`src/sv/pat_pkg.sv`:
```
`timescale 1ns / 1ps
// Shared types and constants for the prescaled auto-reload timer.
// No dependencies; every other file of the timer imports this package.
package pat_pkg;

  localparam int COUNTER_WIDTH   = 32;
  localparam int PRESCALER_WIDTH = 16;
  localparam int DATA_WIDTH      = 32;
  localparam int MODE_WIDTH      = 3;

  // Item kinds.
  localparam logic [1:0] ACT_TICK  = 2'd0;
  localparam logic [1:0] ACT_WRITE = 2'd1;
  localparam logic [1:0] ACT_READ  = 2'd2;

  // Register map.
  localparam logic [3:0] REG_CR1  = 4'd0;
  localparam logic [3:0] REG_CR2  = 4'd1;
  localparam logic [3:0] REG_SMCR = 4'd2;
  localparam logic [3:0] REG_DIER = 4'd3;
  localparam logic [3:0] REG_SR   = 4'd4;
  localparam logic [3:0] REG_EGR  = 4'd5;
  localparam logic [3:0] REG_CNT  = 4'd6;
  localparam logic [3:0] REG_PSC  = 4'd7;
  localparam logic [3:0] REG_ARR  = 4'd8;

  // Mode codes.
  localparam logic [MODE_WIDTH-1:0] MMS_UPDATE  = 3'h2;
  localparam logic [MODE_WIDTH-1:0] SMS_TRIGGER = 3'h6;

  typedef struct packed {
    logic [1:0]            action;
    logic [3:0]            reg_select;
    logic [DATA_WIDTH-1:0] write_data;
    logic                  trigger_level;
  } cmd_t;

  typedef struct packed {
    logic [DATA_WIDTH-1:0] read_data;
    logic                  irq;
    logic                  trgo_pulse;
    logic                  counting;
  } rsp_t;

endpackage

```
`src/sv/pat_if.sv`:
```
`timescale 1ns / 1ps
// Valid/ready channel interfaces for the timer's command and response streams.
// Depends on pat_pkg for the payload types.
interface pat_cmd_if;
  import pat_pkg::*;
  logic valid;
  logic ready;
  cmd_t data;
  modport source (output valid, output data, input ready);
  modport sink (input valid, input data, output ready);
endinterface

interface pat_rsp_if;
  import pat_pkg::*;
  logic valid;
  logic ready;
  rsp_t data;
  modport source (output valid, output data, input ready);
  modport sink (input valid, input data, output ready);
endinterface

```
`src/sv/pat_engine.sv`:
```
`timescale 1ns / 1ps
// Timer state and its update for one tick, write or read.
// Depends on pat_pkg.
module pat_engine (
  input  logic          clk,
  input  logic          rst,
  input  logic          step,
  input  pat_pkg::cmd_t cmd,
  output pat_pkg::rsp_t rsp
);
  import pat_pkg::*;

  logic                       counter_enable, counter_enable_next;
  logic                       update_request_source, update_request_source_next;
  logic                       one_pulse_mode, one_pulse_mode_next;
  logic [MODE_WIDTH-1:0]      master_mode, master_mode_next;
  logic [MODE_WIDTH-1:0]      slave_mode, slave_mode_next;
  logic                       update_irq_enable, update_irq_enable_next;
  logic                       update_flag, update_flag_next;
  logic [COUNTER_WIDTH-1:0]   count_value, count_value_next;
  logic [PRESCALER_WIDTH-1:0] prescale_preload, prescale_preload_next;
  logic [PRESCALER_WIDTH-1:0] prescale_active, prescale_active_next;
  logic [PRESCALER_WIDTH-1:0] prescale_count, prescale_count_next;
  logic [COUNTER_WIDTH-1:0]   reload_value, reload_value_next;
  logic                       trigger_previous, trigger_previous_next;

  logic                  update_event;
  logic                  enable_now;
  logic [DATA_WIDTH-1:0] read_value;

  always_comb begin
    counter_enable_next        = counter_enable;
    update_request_source_next = update_request_source;
    one_pulse_mode_next        = one_pulse_mode;
    master_mode_next           = master_mode;
    slave_mode_next            = slave_mode;
    update_irq_enable_next     = update_irq_enable;
    update_flag_next           = update_flag;
    count_value_next           = count_value;
    prescale_preload_next      = prescale_preload;
    prescale_active_next       = prescale_active;
    prescale_count_next        = prescale_count;
    reload_value_next          = reload_value;
    trigger_previous_next      = trigger_previous;
    update_event               = 1'b0;
    read_value                 = '0;
    enable_now                 = counter_enable;

    case (cmd.action)
      ACT_TICK: begin
        // A rising trigger in trigger mode starts the counter on this very tick.
        enable_now = counter_enable |
                     ((slave_mode == SMS_TRIGGER) & cmd.trigger_level & ~trigger_previous);
        counter_enable_next   = enable_now;
        trigger_previous_next = cmd.trigger_level;
        if (enable_now) begin
          if (prescale_count >= prescale_active) begin
            prescale_count_next = '0;
            if (count_value == reload_value) begin
              count_value_next     = '0;
              prescale_active_next = prescale_preload;
              update_flag_next     = 1'b1;
              update_event         = 1'b1;
              if (one_pulse_mode) begin
                counter_enable_next = 1'b0;
              end
            end else begin
              count_value_next = COUNTER_WIDTH'(count_value + 1'b1);
            end
          end else begin
            prescale_count_next = PRESCALER_WIDTH'(prescale_count + 1'b1);
          end
        end
      end
      ACT_WRITE: begin
        case (cmd.reg_select)
          REG_CR1: begin
            counter_enable_next        = cmd.write_data[0];
            update_request_source_next = cmd.write_data[2];
            one_pulse_mode_next        = cmd.write_data[3];
          end
          REG_CR2:  master_mode_next = cmd.write_data[4 +: MODE_WIDTH];
          REG_SMCR: slave_mode_next = cmd.write_data[MODE_WIDTH-1:0];
          REG_DIER: update_irq_enable_next = cmd.write_data[0];
          REG_SR:   update_flag_next = update_flag & cmd.write_data[0];
          REG_EGR: begin
            // Software update: restart the count and reload the prescaler.
            if (cmd.write_data[0]) begin
              count_value_next     = '0;
              prescale_count_next  = '0;
              prescale_active_next = prescale_preload;
              update_event         = 1'b1;
              if (!update_request_source) begin
                update_flag_next = 1'b1;
              end
            end
          end
          REG_CNT: count_value_next = cmd.write_data[COUNTER_WIDTH-1:0];
          REG_PSC: prescale_preload_next = cmd.write_data[PRESCALER_WIDTH-1:0];
          REG_ARR: reload_value_next = cmd.write_data[COUNTER_WIDTH-1:0];
          default: ;
        endcase
      end
      ACT_READ: begin
        case (cmd.reg_select)
          REG_CR1: begin
            read_value[0] = counter_enable;
            read_value[2] = update_request_source;
            read_value[3] = one_pulse_mode;
          end
          REG_CR2:  read_value[4 +: MODE_WIDTH] = master_mode;
          REG_SMCR: read_value[MODE_WIDTH-1:0] = slave_mode;
          REG_DIER: read_value[0] = update_irq_enable;
          REG_SR:   read_value[0] = update_flag;
          REG_CNT:  read_value = DATA_WIDTH'(count_value);
          REG_PSC:  read_value = DATA_WIDTH'(prescale_preload);
          REG_ARR:  read_value = DATA_WIDTH'(reload_value);
          default:  read_value = '0;
        endcase
      end
      default: ;
    endcase
  end

  assign rsp.read_data  = read_value;
  assign rsp.irq        = update_flag_next & update_irq_enable_next;
  assign rsp.trgo_pulse = update_event & (master_mode_next == MMS_UPDATE);
  assign rsp.counting   = counter_enable_next;

  always_ff @(posedge clk) begin
    if (rst) begin
      counter_enable        <= 1'b0;
      update_request_source <= 1'b0;
      one_pulse_mode        <= 1'b0;
      master_mode           <= '0;
      slave_mode            <= '0;
      update_irq_enable     <= 1'b0;
      update_flag           <= 1'b0;
      count_value           <= '0;
      prescale_preload      <= '0;
      prescale_active       <= '0;
      prescale_count        <= '0;
      reload_value          <= '1;
      trigger_previous      <= 1'b0;
    end else if (step) begin
      counter_enable        <= counter_enable_next;
      update_request_source <= update_request_source_next;
      one_pulse_mode        <= one_pulse_mode_next;
      master_mode           <= master_mode_next;
      slave_mode            <= slave_mode_next;
      update_irq_enable     <= update_irq_enable_next;
      update_flag           <= update_flag_next;
      count_value           <= count_value_next;
      prescale_preload      <= prescale_preload_next;
      prescale_active       <= prescale_active_next;
      prescale_count        <= prescale_count_next;
      reload_value          <= reload_value_next;
      trigger_previous      <= trigger_previous_next;
    end
  end

`ifndef ASSERT_OFF
  a_trgo_needs_mms: assert property (@(posedge clk) disable iff (rst)
    rsp.trgo_pulse |-> (master_mode == MMS_UPDATE))
    else $error("trgo pulse outside master mode update");

  a_state_holds_idle: assert property (@(posedge clk) disable iff (rst)
    !step |=> $stable(count_value) && $stable(update_flag) && $stable(counter_enable))
    else $error("timer state changed without an item");

  a_tick_update_wraps: assert property (@(posedge clk) disable iff (rst)
    (step && cmd.action == ACT_TICK && update_event) |=> (count_value == '0) && update_flag)
    else $error("update event did not wrap counter and set flag");

  a_stopped_tick_holds: assert property (@(posedge clk) disable iff (rst)
    (step && cmd.action == ACT_TICK && !enable_now) |=> $stable(count_value) &&
    $stable(prescale_count))
    else $error("stopped counter moved on a tick");
`endif

endmodule

```
`src/sv/prescaled_autoreload_timer_core.sv`:
```
`timescale 1ns / 1ps
// Prescaled auto-reload timer: a command transfer passes first through the command register,
// then through the update logic into the response register. Throughput is one command per
// cycle unless the response stalls; the state update for one item is combinational.
// Reset (rst, synchronous, active high) stops the counter and clears the timer registers but
// sets the auto-reload value to all ones; no response is pending afterwards.
// Depends on pat_pkg, pat_if and pat_engine.
module prescaled_autoreload_timer_core (
  input  logic          clk,
  input  logic          rst,
  pat_cmd_if.sink       cmd,
  pat_rsp_if.source     rsp
);
  import pat_pkg::*;

  // Command register: holds the accepted transfer until the update logic consumes it.
  logic cmd_valid;
  cmd_t cmd_q;

  // Response register: parts the response side from the command side so a stalled
  // response does not block commands one register deep.
  logic rsp_valid;
  rsp_t rsp_q;
  rsp_t rsp_next;

  // The pipeline moves whenever the response register is empty or being drained.
  logic advance;
  logic step;

  assign advance   = !rsp_valid || rsp.ready;
  assign step      = cmd_valid && advance;
  assign cmd.ready = !cmd_valid || advance;

  always_ff @(posedge clk) begin
    if (rst) begin
      cmd_valid <= 1'b0;
    end else if (cmd.ready) begin
      cmd_valid <= cmd.valid;
    end
  end

  always_ff @(posedge clk) begin
    if (cmd.ready && cmd.valid) begin
      cmd_q <= cmd.data;
    end
  end

  // The engine holds all timer state and commits it only on a step, so every
  // command is applied exactly once and in order.
  pat_engine u_engine (
    .clk  (clk),
    .rst  (rst),
    .step (step),
    .cmd  (cmd_q),
    .rsp  (rsp_next)
  );

  always_ff @(posedge clk) begin
    if (rst) begin
      rsp_valid <= 1'b0;
    end else if (advance) begin
      rsp_valid <= cmd_valid;
    end
  end

  always_ff @(posedge clk) begin
    if (step) begin
      rsp_q <= rsp_next;
    end
  end

  assign rsp.valid = rsp_valid;
  assign rsp.data  = rsp_q;

`ifndef ASSERT_OFF
  a_cmd_held_on_stall: assert property (@(posedge clk) disable iff (rst)
    (cmd_valid && !advance) |=> cmd_valid && $stable(cmd_q))
    else $error("command register lost its item during a stall");

  a_rsp_from_step: assert property (@(posedge clk) disable iff (rst)
    $rose(rsp_valid) |-> $past(step))
    else $error("response appeared without a consumed command");

  a_step_refills: assert property (@(posedge clk) disable iff (rst)
    step |=> rsp_valid)
    else $error("processed command produced no response");
`endif

endmodule
```
`src/flat_wrapper.sv`:
```
// flat-port wrapper written by rule: the top's interface ports become plain ports
module prescaled_autoreload_timer_core_flat import pat_pkg::*;
  (clk, rst, cmd_valid, cmd_data, cmd_ready, rsp_valid, rsp_data, rsp_ready);
  pat_cmd_if cmd_i ();
  pat_rsp_if rsp_i ();
  input  logic clk;
  input  logic rst;
  input wire logic [$bits(cmd_i.valid)-1:0] cmd_valid;
  input wire logic [$bits(cmd_i.data)-1:0] cmd_data;
  output wire logic [$bits(cmd_i.ready)-1:0] cmd_ready;
  output wire logic [$bits(rsp_i.valid)-1:0] rsp_valid;
  output wire logic [$bits(rsp_i.data)-1:0] rsp_data;
  input wire logic [$bits(rsp_i.ready)-1:0] rsp_ready;
  assign cmd_i.valid = cmd_valid;
  assign cmd_i.data = cmd_data;
  assign cmd_ready = cmd_i.ready;
  assign rsp_valid = rsp_i.valid;
  assign rsp_data = rsp_i.data;
  assign rsp_i.ready = rsp_ready;
  prescaled_autoreload_timer_core u_core (.clk(clk), .rst(rst), .cmd(cmd_i), .rsp(rsp_i));
endmodule
```
`config.mk`:
```
export PLATFORM = sky130hd
export DESIGN_NAME = prescaled_autoreload_timer_core_flat
export DESIGN_NICKNAME = d
export VERILOG_FILES = /design/src/sv/pat_pkg.sv /design/src/sv/pat_if.sv /design/src/sv/pat_engine.sv /design/src/sv/prescaled_autoreload_timer_core.sv /design/src/flat_wrapper.sv
export SDC_FILE = /design/constraint.sdc
export NUM_CORES = 1
export LEC_CHECK = 0
export BUFFER_PORTS_ARGS = -buffer_cell sky130_fd_sc_hd__buf_2
export CORE_ASPECT_RATIO = 0.9
export CORE_MARGIN = 5
export CORE_UTILIZATION = 60
export DETAILED_ROUTE_END_ITERATION = 10
export GPL_ROUTABILITY_DRIVEN = 0
export GPL_TIMING_DRIVEN = 1
export HOLD_SLACK_MARGIN = 0.12
export PLACE_DENSITY = 0.89
export SLEW_MARGIN = 15
export SYNTH_ARGS = -nofsm -noshare
export SYNTH_HDL_FRONTEND = slang
export SYNTH_SLANG_ARGS = --single-unit
```
`constraint.sdc`:
```
create_clock -name clk -period 8.7 [get_ports clk]
set_input_delay 0.87 -clock clk [delete_from_list [all_inputs] [get_ports clk]]
set_output_delay 0.87 -clock clk [all_outputs]
set_load 0.005 [all_outputs]
```
Word level (Yosys, flattened, before mapping):

Index checks and enable logic that the tools add are counted.

* register bits after elaboration: 200
* output and inout port bits: 37
* word-level logic and storage cells: 116

* add/sub/neg operators: 2
* $lt $le $gt $ge: 1
* equality and inequality tests: 20
* mux-type cells: 46
* bitwise operators: 7
* reduce and logical (&&, ||, !) cells: 17

Operators by type and width (count)
* 2-to-1 mux 16 bit: 9
* 2-to-1 mux 32 bit: 4
* one-hot mux 32 bit (2 select lines): 2
* one-hot mux 25 bit (3 select lines): 1
* one-hot mux 16 bit (2 select lines): 2
* adder 32 x 1 -> 32 bit, second input constant: 1
* == test 32 bit: 1
* 2-to-1 mux 1 bit: 17
* adder 16 x 1 -> 16 bit, second input constant: 1
* == test 4 x 3 -> 1 bit, second input constant: 4
* >= comparator 16 bit: 1
* one-hot mux 3 bit (4 select lines): 1
* AND reduction 3 bit: 4
* == test 4 x 2 -> 1 bit, second input constant: 2
* != test 2 bit, second input constant: 4
* one-hot mux 1 bit (2 select lines): 4
* one-hot mux 1 bit (4 select lines): 2
* one-hot mux 1 bit (7 select lines): 1
* AND reduction 7 bit: 1
* 2-to-1 mux 3 bit: 2
* AND reduction 6 bit: 1
* bitwise AND 1 bit: 5
* one-hot mux 1 bit (5 select lines): 1
* AND reduction 5 bit: 1
* 18 further kinds: 21

Longest topological paths before layout:

* depth in word-level cells: 7
* depth in mapped cells: 11
* depth with buffers taken out: 9

By module:

From an unflattened synthesis, not the netlist that was laid out.

* cell total of the unflattened synthesis: 985
* area total of the unflattened synthesis: 9651.8 µm²

By module, submodules not included
* pat_engine: instances 1, cells an instance 901, area an instance 7325.8 µm², seq. area each 2482.4 µm²
* prescaled_autoreload_timer_core: instances 1, cells an instance 84, area an instance 2326.0 µm², seq. area each 2262.2 µm²

Least setup slack after synthesis:

OpenSTA, ideal clock, no wires.

* kind: input to register
* from: in rsp_ready
* to: reg u_core.u_engine.count_value[11]
* library setup time: 0.131 ns
* arrival time: 4.188 ns
* path slack: 4.381 ns
* stages: 9
* path through: nor2b_1 > nor2b_1 > nand2b_1 > o32ai_2 > nor2_1 > buf_4 > buf_6 > o21ai_0 > o31ai_1

* cells in the longest elaborated chain, start to end: 3

RTL lines
* from (decl): RTL line flat_wrapper.sv:13 `input wire logic [$bits(rsp_i.ready)-1:0] rsp_ready;`
* logical OR 1 bit: RTL line prescaled_autoreload_timer_core.sv:30 `assign advance = !rsp_valid || rsp.ready;`
* logical AND 1 bit: RTL line prescaled_autoreload_timer_core.sv:31 `assign step = cmd_valid && advance;`
* via u_core.step: RTL line prescaled_autoreload_timer_core.sv:28 `logic step;`
* AND reduction 6 bit (no source line)
* to (signal assigned): RTL line pat_engine.sv:153 `count_value <= count_value_next;`
* to (decl): RTL line pat_engine.sv:20 `logic [COUNTER_WIDTH-1:0] count_value, count_value_next;`

The timed path passes the listed nets, and every way through them passes these cells.
A chain may end at the register's enable or synchronous reset.

Final worst setup path:

* from: reg u_core.cmd_q[35] in the netlist's numbering
* to: reg u_core.u_engine.count_value[6]

* cells in the longest elaborated chain, start to end: 3
* elaborated cells on any way between the ends: 7

RTL lines
* from (decl): RTL line prescaled_autoreload_timer_core.sv:18 `cmd_t cmd_q;`
* from (signal assigned): RTL line prescaled_autoreload_timer_core.sv:44 `cmd_q <= cmd.data;`
* == test 4 x 3 -> 1 bit: RTL line pat_engine.sv:76 `case (cmd.reg_select)`
* one-hot mux 32 bit (2 select lines), or another cell as far along: RTL line pat_engine.sv:76
* one-hot mux 32 bit (2 select lines) or AND reduction 6 bit (tied branches)

Parallel ways exist; a longest one is shown, timed or not.

==> results_tabular.tex <==
\begin{tabular}{lr}
\hline
Metric & Value \\
\hline
\multicolumn{2}{l}{\textbf{Status}} \\
Status & complete, no violations \\
\multicolumn{2}{l}{\textbf{Global routing}} \\
Pin count of the biggest net entering global routing & 69 \\
GRT Resource Usage Total & 26.2\% \\
Global-route wire length before repair & 38700 um \\
GRT overflow & 0 \\
Antenna violations before repair & 0 \\
Vias in the first global route & 7457 \\
\multicolumn{2}{l}{\textbf{Setup path}} \\
Maximum fanout along the worst path & 20 \\
Critical path required time & 9060 ps \\
Critical path class & flip-flop to flip-flop \\
Worst Reg2Reg Path Length in Cells & 8 \\
Kind of end point of the critical path & flip-flop \\
Type of origin of the critical path & flip-flop \\
Crit path arrival time & 3880 ps \\
\multicolumn{2}{l}{\textbf{Timing}} \\
RSZ-0062 raised after global routing & false \\
Time the worst path needs with I/O delays and setup & 3520 ps \\
Slack of the critical path & 5180 ps \\
Setup clock skew after layout & 11.5 ps \\
TNS Setup & 0 ps \\
Ratio of final minimum period to clock period & 40.5\% \\
Fmax & 284 MHz \\
Final count of hold timing violations & 0 \\
Post-Route Hold Slack & 481 ps \\
Normalized max-slew margin & 29.2\% \\
Max-slew violation count & 0 \\
Finish-stage setup viols & 0 \\
Pin slew with the least headroom to its limit & 1060 ps \\
\multicolumn{2}{l}{\textbf{Clock tree}} \\
TritonCTS buffer count & 17 \\
Clock network latency to the later pin of the worst-skew pair & 440 ps \\
Number of levels the H-tree was split into & 4 \\
CTS tree & built \\
Setup bufs post-CTS & 0 \\
CTS hold repair buffers & 0 \\
Clk sinks & 200 \\
Total of cells resized after clock tree synthesis & 0 \\
Buffer depth of the longest clock path & 2 \\
Cell chosen for the clock root & clkbuf\_16 \\
Reg clk slew, reported paths & 70 ps \\
\multicolumn{2}{l}{\textbf{Routing}} \\
Number of vias in the routed layout & 8049 \\
Wirelength, routed & 24100 um \\
Remaining antenna violation count after routing & 0 \\
Average wire per standard cell & 19.4 um \\
Via density per instance & 6.45 \\
Number of DRC violations after detailed-routing iteration 0 & 1209 \\
Number of detailed-route iterations in the first pass & 6 \\
Number of remaining DRC errors & 0 \\
\multicolumn{2}{l}{\textbf{Floorplan}} \\
Site Rows & 43 \\
Die height & 130 um \\
IO Count & 80 \\
Std-Cell Core Area & 15500 um\^{}2 \\
Width of the die & 143 um \\
Starting density of the core & 61.8\% \\
Die ar. & 18600 um\^{}2 \\
\multicolumn{2}{l}{\textbf{Hold path}} \\
Number of cells on the worst hold path & 2 \\
Hold WC Path Type & flip-flop to flip-flop \\
\multicolumn{2}{l}{\textbf{Yosys}} \\
Yosys top cell area share & 26.3\% \\
Post-synthesis async set-or-reset flop share & 0\% \\
Register area share after synthesis & 49.4\% \\
Post-synth EDFFs & 74 \\
Cell accounting for the most synthesized area & dfxtp\_1 \\
Total of warnings raised by yosys & 0 \\
Mean cell area of the mapped netlist & 9.63 um\^{}2 \\
Count of unique library cells instantiated by Yosys & 66 \\
Synth area leaders & dfxtp\_1 (26\%), edfxtp\_1 (23\%), xor2\_1 (4.1\%) \\
Flip-flop and latch count after synthesis & 200 \\
Post-synthesis instance total & 997 \\
Nets in the synthesized netlist & 1058 \\
Post-synthesis instance area & 9610 um\^{}2 \\
Primary FF master, synth & dfxtp\_1 \\
\multicolumn{2}{l}{\textbf{Pwr}} \\
Leakage dissipation & 3.66 nW \\
Overall power after layout & 0.00188 W \\
Largest vdd supply drop & 0.000155 V \\
PD cells & 177 nW/um\^{}2 \\
\multicolumn{2}{l}{\textbf{Final layout}} \\
Nets & 1093 \\
Antenna diodes & 0 \\
Layout Area Growth over Synthesis & 10.6\% \\
Share of cells above drive strength 1 & 12.9\% \\
Fill cell total of the finished layout & 1153 \\
Layout Utilization & 68.3\% \\
\multicolumn{2}{l}{\textbf{Placed design}} \\
Number of I/O port buffers & 79 \\
Final HPWL from detailed placement & 15700 um \\
Setup slack after placement & 4640 ps \\
\multicolumn{2}{l}{\textbf{Job}} \\
Number of max-cap violations & 0 \\
\hline
\end{tabular}
through the flow:
| step | cells | area, um^2 |
|---|---|---|
| after floorplan | 997 | 9610 |
| after global placement | 1214 | 10000 |
| after detailed placement | 1214 | 10000 |
| after CTS | 1246 | 10600 |
| after global routing | 1247 | 10600 |
| final | 1247 | 10600 |
layout by cell type (no fill, tap or decap), drive strengths merged, types with 21 or more instances in the layout:
cell      n
nand3    28
nor2b    37
a211o    34
buf      87
nand2    88
a22oi    37
o21ai    28
edfxtp   74
and3     21
dfxtp   126
xor2     45
mux2i    29
a21oi    65
inv      31
nor2    104
clkbuf   21
nor3     22
cell usage after synthesis, drive strengths merged, types with 4 or more instances:
master  count
o22ai       4
nor3       22
a22oi      37
nor2b      37
nor2      104
buf        25
dfxtp     126
inv        25
and2b       6
edfxtp     74
ha         18
a31oi       6
a32oi       7
a21o        4
and4        6
xor2       45
nand2b     14
o31ai       9
and2        4
nand4      14
a221oi      9
a21oi      65
clkbuf     46
o21ai      28
nor3b       5
a211o      34
mux2i      29
and3       21
o32ai       8
nor4       13
nand3      28
nand2      88
flip-flops by register name (all words and copies together) (netlist names), 3 cells and up:
signal,cells
u_core.u_engine.prescale_count,16
u_core.u_engine.slave_mode,3
u_core.cmd_q,39
u_core.rsp.data,35
u_core.u_engine.master_mode,3
u_core.u_engine.count_value,32
u_core.u_engine.prescale_active,16
u_core.u_engine.reload_value,32
u_core.u_engine.prescale_preload,16
worst paths after layout:
kind,endpoint,slack [ps],startpoint
hold reg to reg,u_core.u_engine.prescale_preload[8],480,u_core.u_engine.prescale_preload[8]
hold / removal,u_core.u_engine.prescale_preload[8],480,u_core.u_engine.prescale_preload[8]
setup reg to reg,u_core.u_engine.count_value[6],5180,u_core.cmd_q[35]
setup / recovery,u_core.u_engine.count_value[6],5180,u_core.cmd_q[35]
power by group:
part,internal (W),total [W],switching (W)
clock network,0.000432,0.000788,0.000356
logic,0.0000278,0.0000774,0.0000496
registers,0.000991,0.00101,0.0000209
total,0.00145,0.00188,0.000426
critical path, cell delays in order (launching register included):
cell	delay (ps)
edfxtp_1	640
nor2b_1	390
and3b_1	630
buf_4	390
and2_1	600
buf_4	370
nand2_1	90
o31a_1	100
o32ai_1	210
cell type report:
| cell class | count | area [um^2] | area share (%) |
|---|---|---|---|
| clock buffer | 21 | 482 | 4.53 |
| clock inverter | 11 | 108 | 1.01 |
| inverter | 25 | 93.8 | 0.883 |
| multi-input combinational | 701 | 4470 | 42.0 |
| sequential | 200 | 4740 | 44.7 |
| tap | 202 | 253 | 2.38 |
| timing repair buffer | 87 | 478 | 4.50 |
cell families (layout without fill, tap and decap cells):
kind of cell	Yosys count	count (layout)	share of synthesized area, %
fa+ha+maj	18	18	2.34
compound gates	228	228	16.6
flops	200	200	49.4
buf+inv	96	144	4.43
mux	30	30	3.14
xor+xnor	48	48	4.38
simple gates	377	377	19.7
metal layers:
metal  GRT usage, %  vias up  share of wire (%)
met3           5.90       64                 11
met2           40.6      488                 45
met4           9.14        0                2.8
li1               -     3689                  -
met5              0        -                  0
met1           36.7     3808                 41
No activity file was read; power rests on OpenSTA's default activity.
